## config.mk

```make
export PLATFORM = sky130hd
export DESIGN_NAME = time_of_day_load_switch_timer_core
export DESIGN_NICKNAME = d
export VERILOG_FILES = /design/src/rtl/tdlst_pkg.sv /design/src/rtl/time_of_day_load_switch_timer_core.sv /design/src/rtl/tdlst_channel.sv
export SDC_FILE = /design/constraint.sdc
export NUM_CORES = 1
export LEC_CHECK = 0
export ABC_AREA = 1
export BUFFER_PORTS_ARGS = -buffer_cell sky130_fd_sc_hd__buf_2
export CORE_MARGIN = 3
export CORE_UTILIZATION = 56
export CTS_CLUSTER_DIAMETER = 40
export DETAILED_ROUTE_END_ITERATION = 8
export HOLD_SLACK_MARGIN = 0.02
export MAX_ROUTING_LAYER = met4
export PLACE_DENSITY_LB_ADDON = 0.15
export SLEW_MARGIN = 20
export SYNTH_ARGS = -nofsm -noshare
export SYNTH_HDL_FRONTEND = slang
export SYNTH_SLANG_ARGS = --single-unit
```

## constraint.sdc

```tcl
create_clock -name clk -period 2.85 [get_ports clk]
set_clock_uncertainty 0.1 [all_clocks]
set_input_delay 0.4275 -clock clk [delete_from_list [all_inputs] [get_ports clk]]
set_output_delay 0.4275 -clock clk [all_outputs]
set_load 0.05 [all_outputs]
```

## src/rtl/tdlst_pkg.sv

```systemverilog
// ----------------------------------------------------------------------------
// Time-of-day load switch timer package
// Shared widths, codes and types for the timer core and its channel slices.
// ----------------------------------------------------------------------------
package tdlst_pkg;

	localparam int DEF_CHANNELS = 4;
	localparam int NUM_REGS     = 4;
	localparam int OUT_BITS     = 4;
	localparam int CFG_INDEX_W  = 3;
	localparam int SETTING_W    = 24;
	localparam int HOUR_W       = 5;
	localparam int MINUTE_W     = 6;
	localparam int PERIOD_W     = 12;
	localparam int CNT_W        = 11;

	localparam logic [CNT_W-1:0]    CNT_MAX     = 11'd2047;
	localparam logic [MINUTE_W-1:0] LAST_MINUTE = 6'd59;
	localparam logic [HOUR_W-1:0]   LAST_HOUR   = 5'd23;

	localparam logic OP_TICK = 1'b0;
	localparam logic OP_SET  = 1'b1;

	typedef struct packed {
		logic                enable;
		logic [PERIOD_W-1:0] period;
		logic [MINUTE_W-1:0] start_minute;
		logic [HOUR_W-1:0]   start_hour;
	} setting_t;

	typedef struct packed {
		logic load;
		logic running;
	} chan_status_t;

endpackage

```

## src/rtl/time_of_day_load_switch_timer_core.sv

```systemverilog
// ----------------------------------------------------------------------------
// Time-of-day load switch timer core
// Stages: input and result, each one register; a beat moves from one to the other.
// Throughput: one item per cycle while results are not stalled.
// While a result waits, the input register still takes one beat, then the input stalls.
// Reset clears the clock, all run counters, all loads and the settings.
// ----------------------------------------------------------------------------
module time_of_day_load_switch_timer_core #(
	parameter int CHANNELS = tdlst_pkg::DEF_CHANNELS
) (
	input  logic                              clk,
	input  logic                              arst_n,
	input  logic                              cfg_valid,
	output logic                              cfg_ready,
	input  logic [tdlst_pkg::CFG_INDEX_W-1:0] cfg_index,
	input  logic [tdlst_pkg::SETTING_W-1:0]   cfg_data,
	input  logic                              in_valid,
	output logic                              in_stall,
	input  logic                              operation,
	input  logic [tdlst_pkg::HOUR_W-1:0]      set_hour,
	input  logic [tdlst_pkg::MINUTE_W-1:0]    set_minute,
	output logic                              out_valid,
	input  logic                              out_stall,
	output logic [tdlst_pkg::OUT_BITS-1:0]    load_on,
	output logic [tdlst_pkg::OUT_BITS-1:0]    channel_running,
	output logic [tdlst_pkg::HOUR_W-1:0]      clock_hour,
	output logic [tdlst_pkg::MINUTE_W-1:0]    clock_minute
);
	import tdlst_pkg::*;

	setting_t setting_q [NUM_REGS];

	logic                valid_s1;
	logic                op_s1;
	logic [HOUR_W-1:0]   hour_s1;
	logic [MINUTE_W-1:0] minute_s1;

	logic [HOUR_W-1:0]   hour_q;
	logic [MINUTE_W-1:0] minute_q;
	logic [HOUR_W-1:0]   hour_d;
	logic [MINUTE_W-1:0] minute_d;

	logic                out_valid_q;
	logic [OUT_BITS-1:0] load_q;
	logic [OUT_BITS-1:0] running_q;
	logic [HOUR_W-1:0]   out_hour_q;
	logic [MINUTE_W-1:0] out_minute_q;

	logic                advance;
	logic                tick;
	chan_status_t        status_nxt [CHANNELS];
	logic [OUT_BITS-1:0] load_nxt;
	logic [OUT_BITS-1:0] running_nxt;

	assign cfg_ready = 1'b1;

	always_ff @(posedge clk or negedge arst_n) begin
		if (!arst_n) begin
			for (int i = 0; i < NUM_REGS; i++) begin
				setting_q[i] <= '0;
			end
		end else if (cfg_valid && cfg_ready && cfg_index < CFG_INDEX_W'(NUM_REGS)) begin
			setting_q[cfg_index[$clog2(NUM_REGS)-1:0]] <= setting_t'(cfg_data);
		end
	end

	// The held item moves on when the result register is empty or being emptied.
	assign advance  = valid_s1 && (!out_valid_q || !out_stall);
	assign in_stall = valid_s1 && !advance;
	assign tick     = advance && (op_s1 == OP_TICK);

	always_ff @(posedge clk or negedge arst_n) begin
		if (!arst_n) begin
			valid_s1 <= 1'b0;
		end else if (!in_stall) begin
			valid_s1 <= in_valid;
		end
	end

	always_ff @(posedge clk) begin
		if (in_valid && !in_stall) begin
			op_s1     <= operation;
			hour_s1   <= set_hour;
			minute_s1 <= set_minute;
		end
	end

	for (genvar c = 0; c < CHANNELS; c++) begin : g_chan
		setting_t chan_setting;
		if (c < NUM_REGS) begin : g_reg
			assign chan_setting = setting_q[c];
		end else begin : g_none
			assign chan_setting = '0;
		end
		tdlst_channel u_channel (
			.clk        (clk),
			.arst_n     (arst_n),
			.tick       (tick),
			.hour       (hour_q),
			.minute     (minute_q),
			.setting    (chan_setting),
			.status_nxt (status_nxt[c])
		);
	end

	for (genvar b = 0; b < OUT_BITS; b++) begin : g_out
		if (b < CHANNELS) begin : g_used
			assign load_nxt[b]    = status_nxt[b].load;
			assign running_nxt[b] = status_nxt[b].running;
		end else begin : g_unused
			assign load_nxt[b]    = 1'b0;
			assign running_nxt[b] = 1'b0;
		end
	end

	always_comb begin
		hour_d   = hour_q;
		minute_d = minute_q;
		if (advance) begin
			unique case (op_s1)
				OP_SET: begin
					hour_d   = hour_s1;
					minute_d = minute_s1;
				end
				OP_TICK: begin
					if (minute_q >= LAST_MINUTE) begin
						minute_d = '0;
						hour_d   = (hour_q >= LAST_HOUR) ? '0 : hour_q + HOUR_W'(1);
					end else begin
						minute_d = minute_q + MINUTE_W'(1);
					end
				end
				default: begin
					hour_d   = hour_q;
					minute_d = minute_q;
				end
			endcase
		end
	end

	always_ff @(posedge clk or negedge arst_n) begin
		if (!arst_n) begin
			hour_q   <= '0;
			minute_q <= '0;
		end else begin
			hour_q   <= hour_d;
			minute_q <= minute_d;
		end
	end

	always_ff @(posedge clk or negedge arst_n) begin
		if (!arst_n) begin
			out_valid_q <= 1'b0;
		end else if (advance) begin
			out_valid_q <= 1'b1;
		end else if (!out_stall) begin
			out_valid_q <= 1'b0;
		end
	end

	always_ff @(posedge clk) begin
		if (advance) begin
			load_q       <= load_nxt;
			running_q    <= running_nxt;
			out_hour_q   <= hour_d;
			out_minute_q <= minute_d;
		end
	end

	assign out_valid       = out_valid_q;
	assign load_on         = load_q;
	assign channel_running = running_q;
	assign clock_hour      = out_hour_q;
	assign clock_minute    = out_minute_q;

endmodule

```

## src/rtl/tdlst_channel.sv

```systemverilog
// ----------------------------------------------------------------------------
// Load switch channel
// Holds one channel's run counter and load state and steps them on a tick.
// ----------------------------------------------------------------------------
module tdlst_channel (
	input  logic                           clk,
	input  logic                           arst_n,
	input  logic                           tick,
	input  logic [tdlst_pkg::HOUR_W-1:0]   hour,
	input  logic [tdlst_pkg::MINUTE_W-1:0] minute,
	input  tdlst_pkg::setting_t            setting,
	output tdlst_pkg::chan_status_t        status_nxt
);
	import tdlst_pkg::*;

	logic [CNT_W-1:0] cnt_q;
	logic             load_q;
	logic [CNT_W-1:0] cnt_d;
	logic             load_d;
	logic [CNT_W-1:0] cnt_start;

	always_comb begin
		cnt_d  = cnt_q;
		load_d = load_q;
		if (tick) begin
			cnt_start = cnt_q;
			if (hour == setting.start_hour && minute == setting.start_minute
				&& cnt_q == '0) begin
				cnt_start = CNT_W'(1);
			end
			cnt_d = cnt_start;
			if (cnt_start != '0 && setting.enable) begin
				load_d = 1'b1;
				if ({1'b0, cnt_start} > setting.period) begin
					cnt_d  = '0;
					load_d = 1'b0;
				end else if (cnt_start != CNT_MAX) begin
					cnt_d = cnt_start + CNT_W'(1);
				end
			end
			if (!setting.enable) begin
				load_d = 1'b0;
			end
		end else begin
			cnt_start = cnt_q;
		end
	end

	always_ff @(posedge clk or negedge arst_n) begin
		if (!arst_n) begin
			cnt_q  <= '0;
			load_q <= 1'b0;
		end else begin
			cnt_q  <= cnt_d;
			load_q <= load_d;
		end
	end

	assign status_nxt.load    = load_d;
	assign status_nxt.running = (cnt_d != '0);

endmodule

```

==> results.cfg, run 1 <==
[run_status]
status = finished with violations
violations = setup timing

[setup_path]
crit_type = flip-flop to flip-flop
worstSetupEndpointType = flip-flop
cp.required_ps = 2950
worstSetupStartpointType = flip-flop
critPathMaxFanout = 5
arrival_ps = 3020

[floorplanning]
top_level_ports = 66
core-area_um2 = 19600
die_area_um2 = 21700
fp.dieW_um = 147
num_rows = 51
die_h_um = 147
initial_core_util_pct = 57.2

[grt]
grt_max_degree = 57
grt_pass1_vias = 9845
track_usage_pct = 28.2
grt_overflow = 0
antenna_found_initial = 0
grt_pass1_wl_um = 47800

[worst_hold_path]
min_path_type = primary input to flip-flop

[synthesis]
synth-main-ff-cell = dfrtp_1
syn-num-nets = 1606
yosysTopAreaCell = dfrtp_1
syn_area_um2 = 11200
synth_cells = 1512
synth.distinct_cells = 48
async_reset_ff_share_pct = 83.5
postSynthAreaPerCell_um2 = 7.41
yosys_warnings = 0
synth_top_cell_area_share_pct = 35.1
synth_edf_count = 31
synth_seq_cells = 188
synth_seq_area_share_pct = 43.4
synthTopCellsByArea = dfrtp_1 (35%), nand2_1 (14%), edfxtp_1 (8.3%)

[power]
p_per_area_nw_per_um2 = 927
irDropWorstVdd_mv = 0.490
p_leak_nw = 7.22

[final_layout]
antenna_cells = 0
area.growth.synth_to_final_pct = 27.3
fillers = 1545
nNetsFinal = 1799
drive_above_1_share_pct = 27.7

[route]
wl_um = 30500
vias = 10500
drt_iter0_markers = 648
drt-pass1-iter-count = 5
drc = 0
post_drt_wl_per_cell_um = 15.4
via_per_inst = 5.30
postRouteAntennaNets = 0

[clocking]
clock_latency_ps = 440
cts_tree = built
cts_buffer_depth = 2
h-tree-depth = 4
clock_sinks = 188
clkSlewWorstSetupHoldPaths_ps = 80
root_buffer = clkbuf_16
cts_buffers = 17

[placement]
place_ws_ps = -174
gp_congestion = 0.934
place_hpwl_um = 21000
portBuffers = 64

[sta]
finalSetupViolations = 4
slew_headroom_pct = 63.1
worst_slack_ps = -71.0
fin_crit_ps = 2920
hold_violations = 0
slew_violations = 0
grt_setup_unrepaired = true
worst_slew_pin_slew_ps = 553
fin_tns_setup_ps = -224
fmax_ghz = 0.342
finalCritPeriodShare_pct = 102

[job]
cap_violations = 0
==> cell type report <==
cell class              instances  area (um^2)  share of cell area (%)
repair buffers                248         1780                    12.5
multi-input cells            1013         5770                    40.5
inverters                     237          912                    6.39
clock inverters                14          170                    1.19
well taps                     265          332                    2.32
clock buffers                  18          429                    3.01
flip-flops and latches        188         4870                    34.1
==> critical path, stage by stage (launching register included) <==
cell and delay, ps:
dfrtp_1 430, buf_6 140, nand2_2 50, nand2_1 60
nor2_2 140, nand2_1 70, nor2_1 90, nand2_1 90
nand2_2 130, inv_2 70, ha_1 180, nand2_2 80
nor2_4 50, a21oi_4 200, inv_2 100, a21oi_1 160
nand2_1 80, nand2_1 80, nand2_1 70, inv_1 70
nand2_2 70, nor2_1 100, nand2_1 60
==> cells in the mapped netlist (3+ instances only) <==
cell / n
nand2_1: 425
inv_1: 212
dfrtp_1: 157
o21ai_0: 129
nor2_1: 106
nand3_1: 96
a21oi_1: 59
clkbuf_1: 59
ha_1: 50
xor2_1: 33
edfxtp_1: 31
inv_2: 23
nand4_1: 16
nor3_1: 15
nand2_2: 11
o21ai_1: 11
a22oi_1: 10
buf_2: 8
or2_2: 7
nor3_2: 4
o21a_1: 4
o21bai_1: 4
xnor2_1: 4
buf_4: 3
buf_6: 3
nand3_2: 3
nand3b_1: 3
nor2_2: 3
==> logic make-up after synthesis <==
logic type,after synthesis,synth area share (%)
xor+xnor,37,2.89
simple gates,695,26.1
compound gates,228,11.0
fa+ha+maj,50,5.58
flops,188,43.4
buf+inv,313,11.0
other cells,1,0.0335
==> metal layers <==
metal / vias to the layer above / global-route usage (%) / routed length (um)
met4: 0 / 7.88 / 587
met5: - / - / 0
met1: 4980 / 36.8 / 13300
met3: 48 / 4.38 / 1530
li1: 5161 / - / -
met2: 311 / 46.2 / 15100
==> report_power, final <==
group | internal [mW] | switching (mW) | total [mW]
combinational | 2.90 | 3.95 | 6.85
clock | 1.26 | 1.17 | 2.43
sequential | 3.44 | 0.504 | 3.95
total | 7.61 | 5.62 | 13.2
==> state kept, by name (all words and copies together) (netlist names) <==
name	cells
hour_q	5
g_chan.chan_setting	96
op_s1	1
clock_minute	6
hour_s1	5
clock_hour	5
g_chan.u_channel.cnt_q	44
minute_q	6
minute_s1	6
g_chan.u_channel.load_q	4
channel_running	4
out_valid	1
valid_s1	1
load_on	4
==> path summary, 6_finish.rpt <==
kind / start / cells past startpoint / slack [ps] / to
worst min-delay path: set_hour[1] / 1 / 50 / hour_s1[1]
max in group asynchronous: arst_n / 3 / 1460 / minute_q[3]
worst max register to register: hour_q[3] / 22 / -70 / channel_running[2]
worst max-delay path: hour_q[3] / 22 / -70 / channel_running[2]
worst min register to register: g_chan[3].chan_setting[20] / 2 / 390 / g_chan[3].chan_setting[20]
min in group asynchronous: arst_n / 2 / 420 / g_chan[3].u_channel.cnt_q[5]
==> what timing repair did <==
item | in CTS | in global routing
cloned | 1 | 1
setup buffers | 12 | 21
hold buffers | 1 | 0
pin swaps | 25 | 107
endpoints found under the setup margin | 12 | 30
hold endpoints to repair | 52 | 0
resized for setup | 50 | 156
==> metrics by stage <==
stage	cells	cell area [um^2]	hold slack [ps]	power (mW)	utilization (%)
after global placement	1917	12700	340	9.55	64.8
after CTS	1963	13600	48.5	12.4	69.3
after global routing	1983	14300	42.5	14.2	72.8
after floorplan	1512	11200	31.9	7.53	-
final	1983	14300	54.1	13.2	72.8
after detailed placement	1917	12700	344	9.67	64.8
==> layout by cell type (no fill, tap or decap), types with 9 or more instances in the layout <==
cell type / Yosys / routed
nand2_1: 425 / 387
inv_1: 212 / 198
buf_4: 3 / 168
dfrtp_1: 157 / 151
o21ai_0: 129 / 119
nor2_1: 106 / 82
nand3_1: 96 / 74
buf_2: 8 / 63
a21oi_1: 59 / 48
nand2_2: 11 / 42
ha_1: 50 / 41
xor2_1: 33 / 31
edfxtp_1: 31 / 31
inv_2: 23 / 30
nor2_2: 3 / 20
nand3_2: 3 / 17
clkbuf_16: 0 / 17
nand4_1: 16 / 16
o21ai_1: 11 / 15
buf_6: 3 / 14
a21oi_2: 1 / 13
nor3_1: 15 / 12
a22oi_1: 10 / 10
nor2_4: 2 / 9
ha_4: 0 / 9
Power figures use the tool's default switching activity.
==> run 2, diff against run 1 <==
ABC_AREA = unset   (was 1)
CORE_UTILIZATION = 55   (was 56)
==> run 2 against run 1 <==
The flow still finishes with violations (setup timing). Die area fell by 6.8%. Global-route usage up 2.4 points. Via count shrank 14%. Worst setup slack got worse by 720 ps. Sequential power shrank 7.8%. Critical path depth shrank 7. Synthesized cell count down 32%. Non-clock buffer count up 54. Cell count decreased by 24%. Area after synthesis down 8.8%.
==> results.cfg, run 2 <==
[run_status]
status = finished with violations
violations = setup timing

[floorplanning]
core-area_um2 = 18100
initial_core_util_pct = 56.5
fp.dieW_um = 142
num_rows = 49
die_area_um2 = 20300
die_h_um = 142
top_level_ports = 66

[synthesis]
async_reset_ff_share_pct = 83.5
postSynthAreaPerCell_um2 = 9.97
netlist_top_cells_count = dfrtp_1 (157), nand2_1 (95), o21ai_0 (72), mux2_2 (71), clkbuf_1 (68)
yosys_warnings = 0
synth_cells = 1026
synth_top_cell_area_share_pct = 38.4
synthTopCellsByArea = dfrtp_1 (38%), edfxtp_1 (9.1%), mux2_2 (7.8%)
syn_area_um2 = 10200
synthMostInstantiatedCell = dfrtp_1
syn-num-nets = 1120
synth_edf_count = 31
synth-main-ff-cell = dfrtp_1
synth.distinct_cells = 70
yosysTopAreaCell = dfrtp_1
synth_seq_cells = 188
synth_seq_area_share_pct = 47.5

[sta]
finalCritPeriodShare_pct = 128
fmax_ghz = 0.275
fin_crit_ps = 3640
finalSetupViolations = 54
hold_ws_ps = 63.0
slew_headroom_pct = 54.0
worst_slack_ps = -786
grt_setup_unrepaired = true
hold_violations = 0
slew_violations = 0
worst_slew_pin_slew_ps = 690
fin_tns_setup_ps = -19740

[worst_hold_path]
hold_path_end = minute_s1[0]
hold_start = set_minute[0]
min_path_type = primary input to flip-flop
holdPathStages = 1

[power]
p_leak_nw = 6.33
p_per_area_nw_per_um2 = 719
irDropWorstVdd_mv = 0.537
p_total_mw = 10.2

[setup_path]
crit_type = flip-flop to flip-flop
worstReg2RegStart = minute_q[4]
worstSetupEndpointType = flip-flop
worstSetupStartpointType = flip-flop
arrival_ps = 3710
cp.required_ps = 2930
critPathMaxFanout = 4
r2r_setup_slack_ps = -790
r2r_cells = 15
r2r-end = channel_running[0]

[route]
wl_um = 30400
via_per_inst = 5.96
drc = 0
post_drt_wl_per_cell_um = 20.0
vias = 9023
postRouteAntennaNets = 0
drt-pass1-iter-count = 6
drt_iter0_markers = 481

[placement]
gp_congestion = 0.934
place_ws_ps = -790
placed_area_um2 = 12000
place_hpwl_um = 19600
dp_cells = 1421
portBuffers = 64

[clocking]
clock_latency_ps = 440
root_buffer = clkbuf_16
cts_buffers = 17
clkSlewWorstSetupHoldPaths_ps = 70
cts_tree = built
clock_sinks = 188
h-tree-depth = 4
cts_buffer_depth = 2

[final_layout]
nNetsFinal = 1367
layout.cells.non_filler = 1515
drive_above_1_share_pct = 44.2
final_cell_mix = buf_4 (183), dfrtp_1 (151), nand2_1 (87)
design_area_um2 = 14200
area.growth.synth_to_final_pct = 39.0
final_util_pct = 78.6
largest_reg_flops = 96
fillers = 1092
final_common_cell = buf_4
antenna_cells = 0

[grt]
grt_pass1_vias = 9106
grt_overflow = 0
grt_max_degree = 71
track_usage_pct = 30.6
grt_pass1_wl_um = 47000
antenna_found_initial = 0

[job]
cap_violations = 0
## run 2: how the worst max path moves through the flow
stage | startpoint | slack, ps | depth (start not counted) | end
floorplan | minute_q[4] | -380 | 13 | channel_running[1]
global placement | minute_q[4] | -820 | 14 | channel_running[1]
detailed placement | minute_q[4] | -790 | 15 | channel_running[3]
CTS | minute_q[4] | -640 | 12 | channel_running[1]
global route | minute_q[4] | -970 | 16 | channel_running[3]
finish | minute_q[4] | -790 | 15 | channel_running[0]
## run 2: layout make-up
cell class | instances | area [um^2] | area share (%)
multi-input cells | 706 | 5900 | 41.5
flip-flops and latches | 188 | 4870 | 34.2
repair buffers | 302 | 2340 | 16.4
clock buffers | 17 | 425 | 2.99
well taps | 229 | 287 | 2.02
inverters | 58 | 226 | 1.59
clock inverters | 15 | 170 | 1.20
## run 2: kinds of logic (layout without fill, tap and decap cells)
logic type	after synthesis	count (layout)	share of synthesized area (%)
buf+inv	133	392	5.09
fa+ha+maj	52	52	6.31
mux	74	74	8.11
other cells	1	1	0.0367
compound gates	208	209	12.6
simple gates	315	315	15.6
xor+xnor	55	55	4.71
flops	188	188	47.5
## run 2: worst max-delay path: stages, from the launching register on
cell and delay [ps]:
dfrtp_2 420, buf_6 140, buf_6 120, xnor2_4 150, nand4_1 170, nor4_1 320, nor2_1 170, ha_2 200
nor2b_1 110, o211ai_1 100, a21oi_2 190, a211oi_4 80, nor3_4 220, a211oi_1 120, or3_1 350, or4_1 420
## run 2: where the power goes
part,internal (mW),switching [mW],total [mW],leakage (nW)
clock,1.26,1.16,2.41,0.294
sequential,3.29,0.355,3.64,2.23
combinational,1.99,2.17,4.17,3.80
## run 2: what timing repair did
| action | in CTS | in global routing |
|---|---|---|
| buffers inserted | 45 | 25 |
| resized for setup | 157 | 103 |
| hold buffers | 1 | 0 |
| pin swaps | 74 | 60 |
| endpoints found under the hold margin | 66 | 0 |
| setup endpoints to repair | 51 | 56 |
| cloned | 1 | 0 |
## run 2: routing by layer
metal,track usage (%),share of wire (%),wire [um],vias up
li1,-,-,-,4154
met1,38.0,41,12400,4451
met2,50.8,50,15300,337
met3,5.21,5.5,1680,81
met4,10.7,3.2,959,0
met5,-,0,0,-
==> run 3, diff against run 2 <==
SKIP_LAST_GASP = 1   (was unset)
SLEW_MARGIN = unset   (was 20)
==> run 3 against run 2 <==
The run still ends with setup timing left. Worst hold slack worse by 0.91 ps. Largest cell class unchanged. Via count is 0.60% higher. Utilization is 0.097 points lower. First-iteration DRC count is 18% higher. Die area stayed put. Largest power group unchanged. Sequential power hardly changed. Highest routed layer unchanged. Register-to-register slack worse by 110 ps. Worst setup slack worse by 110 ps.
==> results.cfg, run 3 (synthesis results as in run 2) <==
[route]
drt-pass1-iter-count = 8
postRouteAntennaNets = 0
via_per_inst = 6.00
drc = 0
drt_iter0_markers = 567
post_drt_wl_per_cell_um = 20.3
wl_um = 30700
vias = 9077

[placement]
gp_congestion = 0.934
portBuffers = 64
placed_area_um2 = 12000
place_ws_ps = -790
dp_cells = 1421
place_hpwl_um = 19600

[run_status]
violations = setup timing
status = finished with violations

[setup_path]
worstReg2RegStart = minute_q[4]
worst-path-buf-inv = 5
critPathLaunch = minute_q[4]
path_cells = buf_6, buf_4, xor2_2, nor4_2, a41oi_2, buf_6, ha_4, nor4b_4, nand3_2, buf_4, and3_4, buf_12, a21oi_1, a21oi_2, nor4_1, nand4b_1
arrival_ps = 3800
crit_type = flip-flop to flip-flop
worst_path_max_delay_cell = dfrtp_2
worstSetupStartpointType = flip-flop
slowest_delay_ps = 460
cp.required_ps = 2910
cp_top_family = simple AND/OR/NAND/NOR gates
worstSetupEndpointType = flip-flop
critPathMaxFanout = 8

[sta]
finalCritPeriodShare_pct = 131
finalSetupViolations = 52
slew_headroom_pct = 53.4
hold_ws_ps = 62.1
fin_tns_setup_ps = -19100
worst_slew_pin_slew_ps = 698
slew_violations = 0
fmax_ghz = 0.267
hold_violations = 0
fin_crit_ps = 3740
worst_slack_ps = -892
grt_setup_unrepaired = true

[job]
cap_violations = 0

[grt]
grt_overflow = 0
antenna_found_initial = 0
grt_max_degree = 71
grt_pass1_vias = 9054
track_usage_pct = 30.2
grt_pass1_wl_um = 46500

[clocking]
clock_latency_ps = 440
cts_buffer_depth = 2
root_buffer = clkbuf_16
cts_tree = built
cts_buffers = 17
clkSlewWorstSetupHoldPaths_ps = 70
h-tree-depth = 4
clock_sinks = 188

[final_layout]
largest_reg_flops = 96
final_common_cell = buf_4
design_area_um2 = 14200
layout.cells.non_filler = 1513
drive_above_1_share_pct = 44.5
final_util_pct = 78.5
final_cell_mix = buf_4 (189), dfrtp_1 (151), nand2_1 (89)
nNetsFinal = 1365
antenna_cells = 0
fillers = 1110
area.growth.synth_to_final_pct = 38.8

[floorplanning]
die_h_um = 142
initial_core_util_pct = 56.5
core-area_um2 = 18100
num_rows = 49
die_area_um2 = 20300
fp.dieW_um = 142
top_level_ports = 66

[power]
p_per_area_nw_per_um2 = 722
p_leak_nw = 6.33
p_total_mw = 10.2
irDropWorstVdd_mv = 0.572

[worst_hold_path]
min_path_type = primary input to flip-flop
hold_start = set_minute[0]
run 3: power breakdown:
part           internal (mW)  total [mW]  switching [mW]
combinational           1.99        4.18            2.19
sequential              3.29        3.66           0.370
clock                   1.26        2.41            1.16
total                   6.53        10.2            3.72
run 3: path summary, 6_finish.rpt:
kind / slack (ps) / endpoint / cells after the start
hold / removal: 60 / minute_s1[0] / 1
hold reg to reg: 380 / out_valid / 1
min in group asynchronous: 480 / g_chan[3].u_channel.cnt_q[6] / 2
setup reg to reg: -890 / channel_running[2] / 16
setup / recovery: -890 / channel_running[2] / 16
max in group asynchronous: 1390 / minute_q[1] / 3
run 3: cell type report:
type | count | area (um^2) | area share, %
Multi-Input combinational cell | 706 | 5930 | 41.8
Clock buffer | 17 | 425 | 3.00
Timing Repair Buffer | 300 | 2290 | 16.1
Tap cell | 229 | 287 | 2.02
Sequential cell | 188 | 4870 | 34.3
Clock inverter | 15 | 170 | 1.20
Inverter | 58 | 226 | 1.60
run 3: layer usage:
layer / track usage (%) / share of wire [%] / vias to the layer above
met4: 11.3 / 4.0 / 0
met3: 4.64 / 5.6 / 111
met1: 37.9 / 41 / 4445
met5: - / 0 / -
li1: - / - / 4143
met2: 49.9 / 50 / 378
run 3: timing repair:
action                                 in CTS  in global routing
pin swaps                                  73                 70
endpoints found under the hold margin      66                  0
buffers inserted                           45                 34
hold buffers                                1                  0
setup endpoints to repair                  51                 56
gates resized for setup                   130                129
gates cloned                                1                  0
run 3: worst reg2reg max path, delay by kind of cell (launching register included):
family                   cells  cell delay (ps)
AND/OR/NAND/NOR              6             1240
adder cells (fa/ha/maj)      1              140
AO/OA/AOI/OAI                3              620
XOR/XNOR                     1              160
buffers and inverters        5              770
flip-flops                   1              460
